--- src/sv/sth_pkg.sv ---
`default_nettype none
package sth_pkg;

  localparam int CoordBits = 21;
  localparam int SlotW     = 21;
  localparam int DiffW     = 22;
  localparam int ProdW     = 43;
  localparam int DpW       = 45;
  localparam int MagW      = 44;
  localparam int SumW      = 45;
  localparam int CrossW    = 44;
  localparam int SideW     = 66;
  localparam int SideSumW  = 68;
  localparam int QW        = 22;
  localparam int NW        = QW + MagW;
  localparam int RW        = SumW + 1;
  localparam int QDepth    = 4;
  localparam int QPtrW     = 2;

  localparam logic [24:0] HitFlag   = 25'h1000000;
  localparam logic [23:0] AttrA400k = 24'h400000;
  localparam logic [23:0] AttrA800k = 24'h800000;
  localparam logic [23:0] Attr8000  = 24'h008000;
  localparam logic [23:0] Attr4000  = 24'h004000;
  localparam logic [23:0] Attr0400  = 24'h000400;
  localparam logic [23:0] Attr0040  = 24'h000040;
  localparam logic [15:0] Flag8000  = 16'h8000;
  localparam logic [15:0] Flag4000  = 16'h4000;
  localparam logic [15:0] Flag2000  = 16'h2000;
  localparam logic [15:0] Flag1000  = 16'h1000;
  localparam logic [15:0] Flag0800  = 16'h0800;
  localparam logic [15:0] Flag0400  = 16'h0400;

  localparam logic RegAltMode = 1'b0;

  typedef struct packed {
    logic [62:0] seg_start;
    logic [62:0] seg_end;
    logic [62:0] corner_a;
    logic [62:0] corner_b;
    logic [62:0] corner_c;
    logic [62:0] face_normal;
    logic [62:0] edge_first;
    logic [62:0] edge_second;
    logic [62:0] edge_third;
    logic [23:0] surface_attr;
    logic [15:0] query_flags;
    logic [23:0] skip_mask;
  } sth_in_t;

  typedef struct packed {
    logic [24:0] hit_code;
    logic [62:0] hit_point;
    logic        crossed;
  } sth_out_t;

  typedef struct packed {
    logic [24:0]                code;
    logic [2:0]                 neg;
    logic [2:0][QW-1:0]         mag;
    logic [2:0][SlotW-1:0]      p1;
  } sth_carry_t;

  typedef struct packed {
    logic [SumW-1:0]            s;
    logic                       crossed;
    logic [24:0]                code;
    logic [2:0]                 neg;
    logic [2:0][SlotW-1:0]      p1;
  } sth_side_t;

  typedef struct packed {
    sth_side_t                  side;
    logic [MagW-1:0]            w1;
    logic [2:0][QW-1:0]         mag;
  } sth_qrec_t;

  typedef struct packed {
    logic full;
    logic empty;
  } sth_qstat_t;

  function automatic logic signed [SlotW-1:0] sext_coord(logic [SlotW-1:0] v);
    logic signed [SlotW-1:0] r;
    for (int i = 0; i < SlotW; i++) begin
      r[i] = (i < CoordBits) ? v[i] : v[CoordBits-1];
    end
    return r;
  endfunction

  function automatic logic [SlotW-1:0] slot(logic [62:0] w, int i);
    return w[SlotW*i +: SlotW];
  endfunction

endpackage
`default_nettype wire

--- src/sv/sth_fifo.sv ---
`default_nettype none
module sth_fifo (
  input  wire logic                clk_i,
  input  wire logic                rst_ni,
  input  wire logic                push_i,
  input  wire sth_pkg::sth_qrec_t  wdata_i,
  input  wire logic                pop_i,
  output sth_pkg::sth_qrec_t       rdata_o,
  output sth_pkg::sth_qstat_t      stat_o
);

  sth_pkg::sth_qrec_t mem_q [sth_pkg::QDepth];
  logic [sth_pkg::QPtrW-1:0] wr_q, rd_q;
  logic [sth_pkg::QPtrW:0]   cnt_q;

  assign stat_o.full  = (cnt_q == (sth_pkg::QPtrW+1)'(sth_pkg::QDepth));
  assign stat_o.empty = (cnt_q == '0);
  assign rdata_o      = mem_q[rd_q];

  always_ff @(posedge clk_i) begin
    if (push_i) begin
      mem_q[wr_q] <= wdata_i;
    end
  end

  always_ff @(posedge clk_i or negedge rst_ni) begin
    if (!rst_ni) begin
      wr_q  <= '0;
      rd_q  <= '0;
      cnt_q <= '0;
    end else begin
      if (push_i) wr_q <= wr_q + 1'b1;
      if (pop_i)  rd_q <= rd_q + 1'b1;
      unique case ({push_i, pop_i})
        2'b10:   cnt_q <= cnt_q + 1'b1;
        2'b01:   cnt_q <= cnt_q - 1'b1;
        default: cnt_q <= cnt_q;
      endcase
    end
  end

endmodule
`default_nettype wire

--- config.mk ---
export PLATFORM = sky130hd
export DESIGN_NAME = sth_fifo
export DESIGN_NICKNAME = d
export VERILOG_FILES = /design/src/sv/sth_pkg.sv /design/src/sv/sth_fifo.sv
export SDC_FILE = /design/constraint.sdc
export NUM_CORES = 1
export LEC_CHECK = 0
export ABC_AREA = 1
export ABC_CLOCK_PERIOD_IN_PS = 15800
export BUFFER_PORTS_ARGS = -buffer_cell sky130_fd_sc_hd__buf_2
export CORE_MARGIN = 2
export CORE_UTILIZATION = 50
export DETAILED_ROUTE_END_ITERATION = 10
export PLACE_DENSITY_LB_ADDON = 0.15
export RECOVER_POWER = 25
export SYNTH_ARGS = -nofsm -noshare
export SYNTH_HDL_FRONTEND = slang
export SYNTH_SLANG_ARGS = --single-unit
--- constraint.sdc ---
create_clock -name clk_i -period 15.8 [get_ports clk_i]
set_input_delay 3.16 -clock clk_i [delete_from_list [all_inputs] [get_ports clk_i]]
set_output_delay 3.16 -clock clk_i [all_outputs]
set_load 0.02 [all_outputs]
======== Yosys cells after proc, flatten, opt, wreduce, memory -nomap -nowiden ========
Memory sizes are Yosys's and may differ from the RTL's.
Index checks and enable logic that the tools add are counted.
storage, ports and cells
  memory bits (writable) .................. 988
  word-level logic and storage cells ...... 16
  register bits after elaboration ......... 7
  input port bits ......................... 251
  output and inout port bits .............. 249
  memories ................................ 1
memories
  memory  depth  bits a word  rd ports  clocked after memory_dff  write ports  line            RTL
  mem_q   4      247          1         0                         1            sth_fifo.sv:12  sth_pkg::sth_qrec_t mem_q [sth_pkg::QDepth];
cells by class
  reductions and logical operators ........ 2
  $add $sub $neg .......................... 4
  mux-type cells .......................... 3
  equal/unequal tests ..................... 3
operator list
  cell                                              number
  case mux 3 bit (2 select lines)                   1
  adder 2 x 1 -> 2 bit, second input constant       2
  adder 3 x 1 -> 3 bit, second input constant       1
  == test 3 bit, second input constant              1
  zero test 3 bit                                   1
  subtractor 3 x 1 -> 3 bit, second input constant  1
  == test 2 x 1 -> 1 bit, second input constant     1
  == test 2 bit, second input constant              1
  two-way mux 1 bit                                 2
  nonzero test 2 bit                                1

======== Depth between registers and ports, before layout ========
  depth in word-level cells ............... 2
  gate-level depth with buffers ........... 10
  depth with buffers taken out ............ 9

======== Worst setup path after synthesis ========
Ideal clock, no wire load.
  path type ............................... input port to flip-flop
  start point ............................. input port push_i
  end point ............................... memory mem_q[3][0] (netlist name), enable pin
  setup slack ............................. 6.951 ns
  data required time ...................... 15.201 ns
  stages on the path ...................... 3
  arrival ................................. 8.250 ns
  cells stage by stage .................... clkbuf_1 > nand2_1 > inv_1
between the ends
  cells in the longest elaborated chain, start to end .. 2
ends and longest elaborated chain
  element                                  line            RTL
  start, declared                          sth_fifo.sv:5   input wire logic push_i,
  two-way mux 1 bit                        sth_fifo.sv:21  if (push_i) begin
  two-way mux 1 bit (implied by the code)  sth_fifo.sv:22  mem_q[wr_q] <= wdata_i;
  end, declared                            sth_fifo.sv:12
No other way between the ends.

==> metrics <==
Setup crit end kind=output port; Reg2Reg Setup Slack=12.24 ns; routed wire length=between 80000 and 90000 um; Largest stage delay, worst path=just under 1 ns; Final Util=0.584; reg-to-reg critical path startpoint=wr_q[0]; Initial Utilization=0.505; Leak Pwr=18.1 nW; Remaining Overflow, GRT=0; routed len/inst=19.0 um; ANT nets after route=0; CP bufs+invs=3; Seq/Total Area, Yosys=0.749; yosys warns=0; r2r endpoint=mem_q[2][132]; Worst path depth=6; max cap viols=0; Avg Inst Size Synth=~14 um2; post-route clock period utilization=0.461; Hold Fails Final Rpt=0; die width=286 um; GPL Wtd Cong=between 0.7 and 0.8; post-synth cell types=19; Critical Path RT=between 10 and 15 ns; Syn Nets=between 3000 and 4000; min cycle time layout=between 7 and 8 ns; overall power=a little over 9 mW; delay-heaviest family, CP=buffers and inverters; Remaining DRCs=0; startpoint types=register; initial antenna violation count=29; worst slew pin tran=between 1 and 1.5 ns; Vias/cell=roughly 5; Iter 0 DRT Violations=~1400; drt pass-1 iters=5; Worst-Skew Late Latency=around 0.66 ns; outcome=completed; Crit Path Class=register to output port; Die Height=roughly 290 um; vias in the first global route=between 20000 and 25000; Fin Setup TNS=0 ns; I/O pin total=500; R2R depth=6; hold crit path type=register to register; GR Util All Layers=0.209; pwr dens=201 nW/um2; global-route wire length before repair=about 130000 um; CTS tree=yes; number of synthesized register bits=between 900 and 1000; Most Frequent Cell on Critical Path=nand2_1; start point of the critical path=rd_q[0]; share of cells above drive strength 1=0.179; core area=around 79000 um2; Setup Fix Bufs, Post-CTS=0; Data arrival, critical path=roughly 4.1 ns; Synth Instances=slightly below 3000; hold_ws=between 0.5 and 0.6 ns; commonest non-fill, non-tap cells in the layout=edfxtp_1 (988), nand2_1 (752), inv_1 (503); Final Skew=0.0213 ns; port buffer count=around 500; via count=23251; Bufs on Longest Clock Path=3; Slew Limit Fails=0; Crit Path Max Fanout=around 230; nets=3646; largest net degree at the start of global routing=274; Clock Root Buffer=clkbuf_16; clk slew on worst S/H paths=approximately 0.060 ns; P&R area growth vs syn=15.8%; Num CTS Buffers=slightly above 100; num rows=approximately 100; CTS resizes=0; CP cell instances=buf_12 > buf_4 > nand2_1 > o211ai_1 > nand2_1 > buf_2; Post-Syn Area=39900 um2; hpwl dp=between 50000 and 60000 um; commonest non-fill, non-tap cell in the layout=edfxtp_1; final setup vio count=0; H-tree depth=3; relative slew slack=0.221; RSZ-0062 raised after global routing=false; endpoint of the worst setup timing path=rdata_o[147]; slowest CP cell=dfrtp_4; Peak Freq=around 0.14 GHz; # hold bufs at CTS=0; Worst IR Drop VDD=~170 uV; Die ar.=just over 80000 um2; Sink Count=995
-- sequential cells by signal, indices dropped and copies added, names as in the netlist --
name,flops
wr_q,2
rd_q,2
cnt_q,3
mem_q,988
-- cell usage after synthesis --
cell type	number	share of area
o211ai_1	394	0.074
nor3_1	2	0.00025
nand3_1	1	0.00013
buf_6	12	0.0034
fa_1	1	0.00050
inv_2	1	0.000094
dfrtp_1	7	0.0044
edfxtp_1	988	0.74
inv_1	507	0.048
nand4_1	1	0.00016
xnor2_1	1	0.00022
nand2_1	752	0.071
o211ai_2	100	0.031
o21ai_0	2	0.00025
xor2_1	3	0.00066
ha_1	5	0.0016
buf_2	135	0.017
buf_4	12	0.0023
clkbuf_1	7	0.00066
-- area by class of cell --
cell class / count / area, um2
antenna: 13 / 32.5
clock buffer: 122 / 2680
clock inverter: 66 / 634
fill: 6301 / 32900
inverter: 508 / 1940
multi-input combinational: 1262 / 7180
sequential: 995 / 29900
tap: 1050 / 1310
timing repair buffer: 520 / 2510
-- power by group --
| part | internal (mW) | switching [mW] | total [mW] |
|---|---|---|---|
| sequential | 3.45 | 0.168 | 3.62 |
| combinational | 0.927 | 2.39 | 3.32 |
| clock | 1.36 | 0.987 | 2.35 |
| total | 5.75 | 3.55 | 9.29 |
-- worst min-delay path, stage by stage (launching register included) --
cell and delay, ns:
dfrtp_1 0.38, nand2_1 0.06, nand2_1 0.05
-- metal layers --
metal	track usage	routed length, um	vias up
met5	0	200	-
met1	0.250	33500	11277
met4	0.0725	2790	32
li1	-	-	11177
met3	0.0664	6650	183
met2	0.357	43200	582
-- worst min path at each step --
stage / depth (start not counted) / endpoint / startpoint
global placement: 2 / cnt_q[2] / cnt_q[2]
floorplan: 2 / cnt_q[2] / cnt_q[2]
CTS: 2 / cnt_q[2] / cnt_q[2]
global route: 1 / cnt_q[0] / cnt_q[0]
finish: 2 / cnt_q[2] / cnt_q[2]
detailed placement: 2 / cnt_q[2] / cnt_q[2]
-- metrics by stage --
stage	setup WS (ns)	std cells	instance area (um2)
2_1_floorplan	6.95	2931	39900
3_3_place_gp	9.43	4335	43000
3_5_place_dp	9.28	4335	43000
4_1_cts	8.56	4523	46300
5_1_grt	8.23	4533	46100
6_report	8.52	4536	46100
-- cells by family after synthesis --
logic type	Yosys count	synth area share
AO/OA/AOI/OAI	496	0.106
XOR/XNOR	4	0.000879
adder cells (fa/ha/maj)	6	0.00207
buffers and inverters	674	0.0711
flip-flops	995	0.749
AND/OR/NAND/NOR	756	0.0714
No activity file was read; power rests on OpenSTA's default activity.
